$ cat config.mk
export PLATFORM = sky130hd
export DESIGN_NAME = hex_rom_text_parser_top
export DESIGN_NICKNAME = d
export VERILOG_FILES = /design/src/design/hrtp_pkg.sv /design/src/design/hex_rom_text_parser_top.sv
export SDC_FILE = /design/constraint.sdc
export NUM_CORES = 1
export LEC_CHECK = 0
export BUFFER_PORTS_ARGS = -buffer_cell sky130_fd_sc_hd__buf_2
export CAP_MARGIN = 10
export CORE_ASPECT_RATIO = 0.7
export CORE_UTILIZATION = 60
export DETAILED_ROUTE_END_ITERATION = 8
export HOLD_SLACK_MARGIN = 0.02
export PLACE_DENSITY = 0.77
export SYNTH_ARGS = -nofsm -noshare
export SYNTH_HDL_FRONTEND = slang
export SYNTH_SLANG_ARGS = --single-unit
$ cat constraint.sdc
create_clock -name clk -period 14.8 [get_ports clk]
set_input_delay 2.96 -clock clk [delete_from_list [all_inputs] [get_ports clk]]
set_output_delay 2.96 -clock clk [all_outputs]
set_load 0.005 [all_outputs]
$ cat src/design/hrtp_pkg.sv
// ---------------------------------------------------------------------------
// hrtp_pkg
// Word types, result kinds, error codes and character codes for the hex ROM
// text parser.
// ---------------------------------------------------------------------------
package hrtp_pkg;

  typedef struct packed {
    logic [7:0] ch;
    logic       last;
  } in_word_t;

  typedef struct packed {
    logic [2:0]  kind;
    logic [3:0]  entry_number;
    logic [15:0] byte_address;
    logic [7:0]  byte_value;
    logic [4:0]  comment_offset;
    logic [16:0] entry_start;
    logic [16:0] entry_length;
    logic [2:0]  error_code;
    logic [23:0] error_position;
    logic        end_of_run;
  } out_word_t;

  localparam logic [2:0] KIND_DATA    = 3'd0;
  localparam logic [2:0] KIND_COMMENT = 3'd1;
  localparam logic [2:0] KIND_CLOSED  = 3'd2;
  localparam logic [2:0] KIND_DONE    = 3'd3;
  localparam logic [2:0] KIND_ERROR   = 3'd4;

  localparam logic [2:0] ERR_UNEXPECTED = 3'd0;
  localparam logic [2:0] ERR_RANGE      = 3'd1;
  localparam logic [2:0] ERR_DEFINED    = 3'd2;
  localparam logic [2:0] ERR_FULL       = 3'd3;
  localparam logic [2:0] ERR_ODD        = 3'd4;

  localparam logic [7:0] CH_HASH  = 8'h23;
  localparam logic [7:0] CH_COLON = 8'h3A;
  localparam logic [7:0] CH_LF    = 8'h0A;
  localparam logic [7:0] CH_CR    = 8'h0D;
  localparam logic [7:0] CH_TAB   = 8'h09;
  localparam logic [7:0] CH_SPACE = 8'h20;

  localparam logic [23:0] POS_MAX = 24'hFFFFFF;

endpackage

$ cat src/design/hex_rom_text_parser_top.sv
// ---------------------------------------------------------------------------
// hex_rom_text_parser_top
// Parses "#index:comment" entries followed by hex digit pairs and emits data
// bytes, comment characters, entry summaries and a final status word.
//
//   channel | ports                          | word
//   --------+--------------------------------+-----------
//   input   | in_valid  in_stall  in_word    | in_word_t
//   output  | out_valid out_stall out_word   | out_word_t
//
// One character is decoded in the cycle it is accepted; its zero to three
// result words go into a three-slot output buffer, shown one per cycle
// while out_stall is low. A character with at most one result is accepted
// every cycle while out_stall is low; one with more results holds the input while the buffer drains.
// Reset clears parse state, defined flags and the buffer; no clearing pass.
// out_stall holds the current word; in_stall rises when the buffer is busy.
// ---------------------------------------------------------------------------
module hex_rom_text_parser_top #(
  parameter int ENTRIES       = 16,
  parameter int DATA_BYTES    = 65536,
  parameter int COMMENT_BYTES = 32
) (
  input  logic               clk,
  input  logic               rst_n,
  input  logic               in_valid,
  output logic               in_stall,
  input  hrtp_pkg::in_word_t  in_word,
  output logic               out_valid,
  input  logic               out_stall,
  output hrtp_pkg::out_word_t out_word
);
  import hrtp_pkg::*;

  localparam int IW  = $clog2(ENTRIES + 1);
  localparam int EIW = $clog2(ENTRIES);
  localparam int WPW = $clog2(DATA_BYTES + 1);
  localparam int CCW = $clog2(COMMENT_BYTES);

  typedef enum logic [2:0] {
    MODE_PREAMBLE,
    MODE_INDEX,
    MODE_CFIRST,
    MODE_COMMENT,
    MODE_DATA
  } mode_t;

  mode_t              mode_r, mode_nxt;
  logic               prev_nl_r, prev_nl_nxt;
  logic [IW-1:0]      acc_r, acc_nxt;
  logic [CCW-1:0]     cc_r, cc_nxt;
  logic [3:0]         hi_r, hi_nxt;
  logic               pend_r, pend_nxt;
  logic [WPW-1:0]     wp_r, wp_nxt;
  logic [WPW-1:0]     start_r, start_nxt;
  logic [ENTRIES-1:0] def_r, def_nxt;
  logic [23:0]        pos_r, pos_nxt;
  logic               stop_r, stop_nxt;

  out_word_t          buf_r [3];
  logic [1:0]         cnt_r;
  out_word_t          res [3];
  logic [1:0]         n;

  logic               in_acc, out_acc;
  logic [7:0]         c;
  logic               is_dec, is_af, is_sp;
  logic [3:0]         dig;
  logic [IW+3:0]      acc_ext;
  logic [WPW-1:0]     len;
  logic [31:0]        acc32, wp32, start32, len32, cc32;

  assign out_valid = (cnt_r != 2'd0);
  assign out_word  = buf_r[0];
  assign out_acc   = out_valid && !out_stall;
  assign in_stall  = !((cnt_r == 2'd0) || ((cnt_r == 2'd1) && out_acc));
  assign in_acc    = in_valid && !in_stall;

  assign c      = in_word.ch;
  assign is_dec = (c >= "0") && (c <= "9");
  assign is_af  = (c >= "A") && (c <= "F");
  assign is_sp  = (c == CH_SPACE) || (c == CH_TAB) || (c == CH_LF) || (c == CH_CR);
  assign dig    = is_dec ? c[3:0] : 4'(c[3:0] + 4'd9);

  always_comb begin
    mode_nxt    = mode_r;
    prev_nl_nxt = prev_nl_r;
    acc_nxt     = acc_r;
    cc_nxt      = cc_r;
    hi_nxt      = hi_r;
    pend_nxt    = pend_r;
    wp_nxt      = wp_r;
    start_nxt   = start_r;
    def_nxt     = def_r;
    pos_nxt     = pos_r;
    stop_nxt    = stop_r;
    n           = 2'd0;
    res[0]      = '0;
    res[1]      = '0;
    res[2]      = '0;
    acc_ext     = '0;
    len         = '0;
    acc32       = '0;
    wp32        = '0;
    start32     = '0;
    len32       = '0;
    cc32        = '0;

    if (!stop_r) begin
      pos_nxt = (pos_r == POS_MAX) ? pos_r : 24'(pos_r + 24'd1);
      acc32   = 32'(acc_r);
      cc32    = 32'(cc_r);
      wp32    = 32'(wp_r);

      unique case (mode_r)
        MODE_PREAMBLE: begin
          if ((c == CH_HASH) && prev_nl_r) begin
            mode_nxt = MODE_INDEX;
            acc_nxt  = '0;
          end
          prev_nl_nxt = (c == CH_LF);
        end
        MODE_INDEX: begin
          if (is_dec) begin
            acc_ext = (IW+4)'({4'd0, acc_r} << 3) + (IW+4)'({4'd0, acc_r} << 1)
                      + (IW+4)'(c[3:0]);
            acc_nxt = (acc_ext > (IW+4)'(ENTRIES)) ? IW'(ENTRIES) : acc_ext[IW-1:0];
          end else if (c == CH_COLON) begin
            if (acc_r >= IW'(ENTRIES)) begin
              res[n].kind           = KIND_ERROR;
              res[n].error_code     = ERR_RANGE;
              res[n].error_position = pos_nxt;
              n        = n + 2'd1;
              stop_nxt = 1'b1;
            end else if (def_r[acc_r[EIW-1:0]]) begin
              res[n].kind           = KIND_ERROR;
              res[n].error_code     = ERR_DEFINED;
              res[n].error_position = pos_nxt;
              n        = n + 2'd1;
              stop_nxt = 1'b1;
            end else begin
              start_nxt = wp_r;
              cc_nxt    = '0;
              pend_nxt  = 1'b0;
              hi_nxt    = '0;
              mode_nxt  = MODE_CFIRST;
            end
          end else begin
            res[n].kind           = KIND_ERROR;
            res[n].error_code     = ERR_UNEXPECTED;
            res[n].error_position = pos_r;
            n        = n + 2'd1;
            stop_nxt = 1'b1;
          end
        end
        MODE_CFIRST, MODE_COMMENT: begin
          if ((mode_r == MODE_COMMENT) && ((c == CH_LF) || (c == CH_CR))) begin
            mode_nxt = MODE_DATA;
          end else begin
            mode_nxt = MODE_COMMENT;
            if (cc_r < CCW'(COMMENT_BYTES - 1)) begin
              res[n].kind           = KIND_COMMENT;
              res[n].entry_number   = acc32[3:0];
              res[n].byte_value     = c;
              res[n].comment_offset = cc32[4:0];
              n      = n + 2'd1;
              cc_nxt = CCW'(cc_r + 1'b1);
            end
          end
        end
        MODE_DATA: begin
          if (is_dec || is_af) begin
            if (!pend_r) begin
              hi_nxt   = dig;
              pend_nxt = 1'b1;
            end else if (wp_r >= WPW'(DATA_BYTES)) begin
              res[n].kind           = KIND_ERROR;
              res[n].error_code     = ERR_FULL;
              res[n].error_position = pos_r;
              n        = n + 2'd1;
              stop_nxt = 1'b1;
            end else begin
              res[n].kind         = KIND_DATA;
              res[n].entry_number = acc32[3:0];
              res[n].byte_address = wp32[15:0];
              res[n].byte_value   = {hi_r, dig};
              n        = n + 2'd1;
              wp_nxt   = WPW'(wp_r + 1'b1);
              pend_nxt = 1'b0;
            end
          end else if (c == CH_HASH) begin
            if (pend_r) begin
              res[n].kind           = KIND_ERROR;
              res[n].error_code     = ERR_ODD;
              res[n].error_position = pos_r;
              n        = n + 2'd1;
              stop_nxt = 1'b1;
            end else begin
              len     = wp_r - start_r;
              start32 = 32'(start_r);
              len32   = 32'(len);
              res[n].kind         = KIND_CLOSED;
              res[n].entry_number = acc32[3:0];
              res[n].entry_start  = start32[16:0];
              res[n].entry_length = len32[16:0];
              n = n + 2'd1;
              if (len != '0) begin
                def_nxt[acc_r[EIW-1:0]] = 1'b1;
              end
              mode_nxt = MODE_INDEX;
              acc_nxt  = '0;
            end
          end else if (!is_sp) begin
            res[n].kind           = KIND_ERROR;
            res[n].error_code     = ERR_UNEXPECTED;
            res[n].error_position = pos_r;
            n        = n + 2'd1;
            stop_nxt = 1'b1;
          end
        end
        default: begin
          mode_nxt = MODE_PREAMBLE;
        end
      endcase

      if (!stop_nxt && in_word.last) begin
        if (mode_nxt == MODE_PREAMBLE) begin
          res[n].kind = KIND_DONE;
          n = n + 2'd1;
        end else if (mode_nxt == MODE_INDEX) begin
          res[n].kind           = KIND_ERROR;
          res[n].error_code     = ERR_UNEXPECTED;
          res[n].error_position = pos_nxt;
          n = n + 2'd1;
        end else if (pend_nxt) begin
          res[n].kind           = KIND_ERROR;
          res[n].error_code     = ERR_ODD;
          res[n].error_position = pos_nxt;
          n = n + 2'd1;
        end else begin
          len     = wp_nxt - start_nxt;
          start32 = 32'(start_nxt);
          len32   = 32'(len);
          acc32   = 32'(acc_nxt);
          res[n].kind         = KIND_CLOSED;
          res[n].entry_number = acc32[3:0];
          res[n].entry_start  = start32[16:0];
          res[n].entry_length = len32[16:0];
          n = n + 2'd1;
          if ((len != '0) && (acc_nxt < IW'(ENTRIES))) begin
            def_nxt[acc_nxt[EIW-1:0]] = 1'b1;
          end
          res[n].kind = KIND_DONE;
          n = n + 2'd1;
        end
        stop_nxt = 1'b1;
      end

      if (n != 2'd0) begin
        res[2'(n - 2'd1)].end_of_run = 1'b1;
      end
    end
  end

  always_ff @(posedge clk) begin
    if (!rst_n) begin
      mode_r    <= MODE_PREAMBLE;
      prev_nl_r <= 1'b1;
      acc_r     <= '0;
      cc_r      <= '0;
      hi_r      <= '0;
      pend_r    <= 1'b0;
      wp_r      <= '0;
      start_r   <= '0;
      def_r     <= '0;
      pos_r     <= '0;
      stop_r    <= 1'b0;
      cnt_r     <= 2'd0;
    end else begin
      if (in_acc) begin
        mode_r    <= mode_nxt;
        prev_nl_r <= prev_nl_nxt;
        acc_r     <= acc_nxt;
        cc_r      <= cc_nxt;
        hi_r      <= hi_nxt;
        pend_r    <= pend_nxt;
        wp_r      <= wp_nxt;
        start_r   <= start_nxt;
        def_r     <= def_nxt;
        pos_r     <= pos_nxt;
        stop_r    <= stop_nxt;
        cnt_r     <= n;
      end else if (out_acc) begin
        cnt_r <= 2'(cnt_r - 2'd1);
      end
    end
  end

  // result buffer payload; slot 0 is presented
  always_ff @(posedge clk) begin
    if (in_acc) begin
      buf_r[0] <= res[0];
      buf_r[1] <= res[1];
      buf_r[2] <= res[2];
    end else if (out_acc) begin
      buf_r[0] <= buf_r[1];
      buf_r[1] <= buf_r[2];
    end
  end

endmodule
==> impl_metrics.env, run 1 <==
export IMPL_syn_nets=1948
export IMPL_io_buffers=112
export IMPL_relSlewSlack_pct=24.32
export IMPL_fin_skew_ns=0.01987
export IMPL_vias=14550
export IMPL_root_buffer="clkbuf_16"
export IMPL_dr_first_iter_drc_count=1475
export IMPL_yosysWarnings=0
export IMPL_critPathMaxStageDelay_ns=0.83
export IMPL_finalSetupViolations=0
export IMPL_pwr_share_clk_pct=26.8
export IMPL_post_cts_resized=0
export IMPL_htree_num_levels=1
export IMPL_netlist_area_um2=16770
export IMPL_drc=0
export IMPL_cts_hold_buffers_added=0
export IMPL_chipWidth_um=201.8
export IMPL_timing_final_crit_share_pct=56.03
export IMPL_critPathKind="in2reg"
export IMPL_pwr_share_comb_pct=31.7
export IMPL_yosysTopAreaCell="edfxtp_1"
export IMPL_async_flop_share_pct=0
export IMPL_fp_dieArea_um2=28640
export IMPL_wirelength_um=50680
export IMPL_clock_sinks=263
export IMPL_coreArea_um2=27090
export IMPL_synth_edf_count=167
export IMPL_avgSynthCellArea_um2=8.913
export IMPL_hp_class="reg2reg"
export IMPL_netSwitchingFraction_pct=35.82
export IMPL_cp_end_kind="register"
export IMPL_gr_total_overflow=0
export IMPL_rows=50
export IMPL_dp_hpwl_um=35580
export IMPL_post_cts_buffers=0
export IMPL_fmax_ghz=0.1206
export IMPL_final_hold_viol_count=0
export IMPL_layout_drive_gt1_share_pct=11.36
export IMPL_p_switching_uw=916.3
export IMPL_cp_num_buf_inv=2
export IMPL_p_int_uw=1642
export IMPL_r2r_slack_ns=8.45
export IMPL_antenna_left=0
export IMPL_ys_flop_type="edfxtp_1"
export IMPL_fin_nets=1885
export IMPL_final_setup_tns_ns=0
export IMPL_synth_top_area_share_pct=29.90
export IMPL_startpoint_type="input port"
export IMPL_grtUsageTotal_pct=34.91
export IMPL_grt_max_degree=86
export IMPL_cts_clk_slew_worst_paths_ns=0.07
export IMPL_first_pass_iters=6
export IMPL_ys_types=86
export IMPL_maxCapViolCount=0
export IMPL_synth_most_common_cell="nand2_1"
export IMPL_grt_pass1_wl_um=77310
export IMPL_cts_path_max_buffers=3
export IMPL_cts_tree="yes"
export IMPL_ios=113
export IMPL_first_global_vias=13140
export IMPL_cp_num_cells=16
export IMPL_fin_crit_ns=8.292
export IMPL_instances_no_fill=2204
export IMPL_synth_common_cells="213 x nand2_1, 167 x edfxtp_1, 167 x nor2_1"
export IMPL_wire_per_inst_um=23.00
export IMPL_globalplace_congestion=1.013
export IMPL_crit_path_top_delay_cell="nor4bb_1"
export IMPL_endpoint="def_r[8]"
export IMPL_seqPwrFrac_pct=41.5
export IMPL_critPathTopFamily="simple AND/OR/NAND/NOR gates"
export IMPL_vias_per_cell=6.601
export IMPL_cp_max_fo=13
export IMPL_worst_pin_slew_ns=1.125
export IMPL_synthTopCellsByArea="edfxtp_1 30%, dfxtp_1 11%, nand2_1 4.8%, buf_4 4.4%, nor2_1 3.7%"
export IMPL_rr_endpoint="def_r[8]"
export IMPL_crit_chain="buf_2, nor4bb_1, and4_1, nand3_1, a21oi_1, inv_1, ha_1, o32ai_1, o31a_1, nor2_1, o311ai_0, nand2_1, nor4_2, o2111ai_2, nand4b_2, o211ai_1"
export IMPL_area_delta_synth_final_pct=5.080
export IMPL_synth_seq_area_share_pct=41.35
export IMPL_cts_made_buffers=26
export IMPL_start_util_pct=61.92
export IMPL_slew_violations=0
export IMPL_synthCells=1882
export IMPL_r2r_cells=15
export IMPL_antenna_found_initial=1
export IMPL_dp_cells=2155
export IMPL_rsz0062_at_grt="no"
export IMPL_ys_seq_elements=263
export IMPL_r2r_start="mode_r[0]"
export IMPL_cp_arrival_ns=8.73
export IMPL_crit_required_ns=15.23
export IMPL_status="finished clean"
export IMPL_cp_startpoint="in_word[8]"
export IMPL_die_h_um=141.9
export IMPL_clk_latency_ns=0.57
export IMPL_leakage_uw=0.006637
export IMPL_powerDensity_nw_per_um2=145.1
export IMPL_utilization_pct=65.07
export IMPL_ir_worst_vdd_mv=0.1380
-- worst min-delay path by stage --
stage | slack, ns | to | from | depth (start not counted)
floorplan | 0.44 | def_r[15] | def_r[15] | 2
global route | 0.51 | def_r[10] | def_r[10] | 2
CTS | 0.49 | def_r[10] | def_r[10] | 2
detailed placement | 0.47 | def_r[10] | def_r[10] | 2
global placement | 0.45 | def_r[15] | def_r[15] | 2
finish | 0.49 | def_r[15] | def_r[15] | 2
-- area by class of cell --
| type | instances | area, um2 |
|---|---|---|
| multi-input cells | 1339 | 8439 |
| diodes | 1 | 2.502 |
| repair buffers | 134 | 725.7 |
| clock inverters | 14 | 152.6 |
| well taps | 364 | 455.4 |
| inverters | 55 | 211.5 |
| fillers | 2216 | 9463 |
| flip-flops and latches | 263 | 6937 |
| clock buffers | 34 | 701.9 |
-- state kept, by name, summed over array words and instances, names as in the netlist, named ones only --
signal     count
hi_r           4
mode_r         3
def_r         16
cnt_r          2
buf_r        167
start_r       17
acc_r          5
pos_r         24
wp_r          14
cc_r           5
stop_r         1
pend_r         1
prev_nl_r      1
-- per-stage QoR --
stage          worst slack [ns]  area, um2  total power, uW  hold WS, ns
2_1_floorplan             6.950      16770             1690       0.4371
5_1_grt                   6.160      17620             2664       0.5082
3_3_place_gp              6.354      16770             1851       0.4537
3_5_place_dp              6.191      16770             1867       0.4689
6_report                  6.508      17630             2558       0.4871
4_1_cts                   6.741      17620             2552       0.4853
-- placed cells by master, fill, tap and decap left out, types with 33 or more instances in the layout --
cell type / n
ha_1: 50
xor2_1: 34
a21oi_1: 95
and3_1: 33
nand2_1: 212
o21ai_0: 101
nand3_1: 55
nor3_1: 33
buf_2: 112
and2_1: 34
nor2_1: 165
xnor2_1: 67
inv_1: 54
dfxtp_1: 96
edfxtp_1: 167
-- worst register-to-register path, stage by stage (launching register included) --
cell,delay (ns)
dfxtp_1,0.56
nor3b_1,0.86
and4_1,0.63
nand3_1,0.62
a21oi_1,0.42
inv_1,0.10
ha_1,0.22
o32ai_1,0.49
o31a_1,0.39
nor2_1,0.12
o311ai_0,0.62
nand2_1,0.17
nor4_2,0.30
o2111ai_2,0.35
nand4b_2,0.25
o211ai_1,0.12
-- layer usage --
layer	vias to the layer above	routed length, um	GRT usage [%]
met5	-	66	1.701
met4	2	1698	11.12
met3	114	6031	7.970
met2	869	21250	51.44
met1	6972	21640	50.50
li1	6591	-	-
-- power by group through the flow --
stage / Sequential, uW / Combinational, uW / Clock (uW)
final: 1060 / 811 / 685
after floorplan: 1070 / 624 / 0
after global placement: 1070 / 781 / 0
after global routing: 1080 / 874 / 713
after CTS: 1060 / 798 / 693
after detailed placement: 1080 / 792 / 0
-- logic make-up after synthesis --
| kind of cell | after synthesis | synth area share, % |
|---|---|---|
| and+or+nand+nor | 693 | 20.06 |
| AOI/OAI and AO/OA | 475 | 19.53 |
| buffers and inverters | 280 | 8.489 |
| DFF | 263 | 41.35 |
| xor gates and xnor gates | 101 | 5.274 |
| adders and majority gates | 54 | 4.155 |
| muxes | 16 | 1.141 |
Power figures use the tool's default switching activity.
==> inputs of run 2 (changes only) <==
- CORE_UTILIZATION: 60 -> 56
- PLACE_DENSITY: 0.77 -> 0.76
- clock period: 14.8 -> 7.6 ns (I/O delays scaled with it)
==> impl_metrics.env, run 2 (synthesis results as in run 1) <==
export IMPL_clock_sinks=263
export IMPL_die_h_um=146.8
export IMPL_ios=113
export IMPL_final_cell_mix="213 x nand2_1, 167 x edfxtp_1, 165 x nor2_1, 112 x buf_2, 101 x o21ai_0"
export IMPL_pwr_share_comb_pct=31.1
export IMPL_cts_clk_slew_worst_paths_ns=0.06
export IMPL_timing_final_crit_share_pct=86.33
export IMPL_fin_ws_ns=1.039
export IMPL_antenna_found_initial=0
export IMPL_maxCapViolCount=0
export IMPL_crit_chain="buf_2, nor4bb_1, and4_1, buf_4, nand3_1, a21oi_1, inv_1, ha_1, o32ai_1, o31a_1, nor2_1, o311ai_0, nand2_1, nor4_2, o2111ai_2, nand4_2, o211ai_1"
export IMPL_utilization_pct=61.13
export IMPL_cts_path_max_buffers=3
export IMPL_io_buffers=112
export IMPL_final_setup_tns_ns=0
export IMPL_area_delta_synth_final_pct=6.221
export IMPL_top_regs="buf_r x167, pos_r x24, start_r x17"
export IMPL_fin_crit_ns=6.561
export IMPL_chipWidth_um=208.9
export IMPL_cp_max_fo=10
export IMPL_layout_drive_gt1_share_pct=12.30
export IMPL_rows=52
export IMPL_clk_latency_ns=0.57
export IMPL_min_to="def_r[5]"
export IMPL_r2r_cells=16
export IMPL_preCtsSetupSlack_ns=0.7263
export IMPL_slew_violations=0
export IMPL_antenna_left=0
export IMPL_fin_nets=1899
export IMPL_dp_hpwl_um=34070
export IMPL_cp_end_kind="register"
export IMPL_grt_max_degree=122
export IMPL_drc=0
export IMPL_fin_skew_ns=0.01034
export IMPL_cts_made_buffers=27
export IMPL_critPathTopFamily="compound AO/OA/AOI/OAI gates"
export IMPL_seqPwrFrac_pct=41.0
export IMPL_start_util_pct=57.55
export IMPL_relSlewSlack_pct=17.88
export IMPL_fp_dieArea_um2=30660
export IMPL_hp_class="reg2reg"
export IMPL_critPathKind="in2reg"
export IMPL_p_switching_uw=1791
export IMPL_startpoint_type="input port"
export IMPL_post_cts_resized=0
export IMPL_vias_per_cell=6.312
export IMPL_dr_first_iter_drc_count=1553
export IMPL_coreArea_um2=29150
export IMPL_pwr_share_clk_pct=28.0
export IMPL_worst_pin_slew_ns=1.221
export IMPL_final_hold_viol_count=0
export IMPL_regMostFlops="buf_r"
export IMPL_critPathMaxStageDelay_ns=0.84
export IMPL_min_delay_start="def_r[5]"
export IMPL_crit_required_ns=8.05
export IMPL_grtUsageTotal_pct=31.35
export IMPL_largest_reg_flops=167
export IMPL_r2r_start="acc_r[3]"
export IMPL_wirelength_um=48520
export IMPL_cp_num_buf_inv=3
export IMPL_post_cts_buffers=0
export IMPL_rsz0062_at_grt="no"
export IMPL_globalplace_congestion=0.9649
export IMPL_status="finished clean"
export IMPL_fill_cells=2500
export IMPL_r2r_slack_ns=1.40
export IMPL_cp_arrival_ns=7.01
export IMPL_netSwitchingFraction_pct=35.52
export IMPL_cts_hold_buffers_added=0
export IMPL_finalSetupViolations=0
export IMPL_gr_total_overflow=0
export IMPL_first_global_vias=13110
export IMPL_fmax_ghz=0.1524
export IMPL_layout_commonest_cell="nand2_1"
export IMPL_vias=14090
export IMPL_leakage_uw=0.006731
export IMPL_powerDensity_nw_per_um2=282.9
export IMPL_ir_worst_vdd_mv=0.2814
export IMPL_crit_path_top_delay_cell="o311ai_0"
export IMPL_wire_per_inst_um=21.74
export IMPL_first_pass_iters=6
export IMPL_cts_tree="yes"
export IMPL_root_buffer="clkbuf_16"
export IMPL_diodes=0
export IMPL_htree_num_levels=1
export IMPL_min_path_cells=2
export IMPL_rr_endpoint="def_r[1]"
export IMPL_p_int_uw=3250
export IMPL_grt_pass1_wl_um=75420
-- run 2: cell types whose count changed in the layout (fill, tap and decap cells not counted), moves of 2 or more --
cell        change
buf_4          +13
clkinvlp_4      +2
clkinv_4        +2
clkbuf_1        -5
-- run 2: metal layers --
layer,global-route usage (%),share of wire (%),up-vias
li1,-,-,6623
met5,0,0,-
met1,47.42,47,6776
met4,7.132,2.1,0
met3,4.596,8.1,66
met2,47.17,43,623
-- run 2: stage by stage --
step | hold WS, ns | area [um2] | power, uW | std cells
finish | 0.4710 | 17820 | 5041 | 2232
global route | 0.5008 | 17820 | 5271 | 2232
CTS | 0.4747 | 17820 | 5038 | 2232
detailed placement | 0.4603 | 16880 | 3633 | 2182
global placement | 0.4523 | 16880 | 3604 | 2182
floorplan | 0.4371 | 16770 | 3290 | 1882
-- run 2: layout make-up --
cell class	count	area, um2	area share [%]
Clock inverter	20	236.5	1.327
Multi-Input combinational cell	1339	8439	47.37
Timing Repair Buffer	147	823.3	4.621
Inverter	55	211.5	1.187
Sequential cell	263	6937	38.93
Clock buffer	30	696.9	3.912
Tap cell	378	473.0	2.654
-- run 2: worst register-to-register path: stages (launching register included) --
cell and delay (ns):
dfxtp_1 0.79, mux2_2 0.42, o2bb2ai_1 0.27, or3_1 0.52
nand3_1 0.34, a21oi_1 0.32, inv_1 0.11, ha_1 0.22
o32ai_1 0.57, o31a_1 0.39, nor2_1 0.11, o311ai_0 0.84
nand2_1 0.16, nor4_2 0.31, o2111ai_2 0.34, nand4_2 0.26
o211ai_1 0.10
-- run 2: power by group through the flow --
stage	registers (uW)	logic [uW]	clock network [uW]
global placement	2080	1520	0
CTS	2060	1550	1420
detailed placement	2090	1540	0
global route	2100	1700	1470
finish	2060	1570	1410
floorplan	2080	1210	0
-- run 2: worst max path at each step --
stage	endpoint	slack, ns	cells past startpoint	startpoint
final	def_r[1]	1.04	17	in_word[6]
after global routing	def_r[8]	0.83	17	in_word[6]
after CTS	def_r[1]	1.32	17	in_word[7]
after detailed placement	def_r[13]	0.73	17	in_word[8]
after global placement	def_r[8]	0.94	17	in_word[4]
after floorplan	def_r[13]	1.19	18	in_word[8]
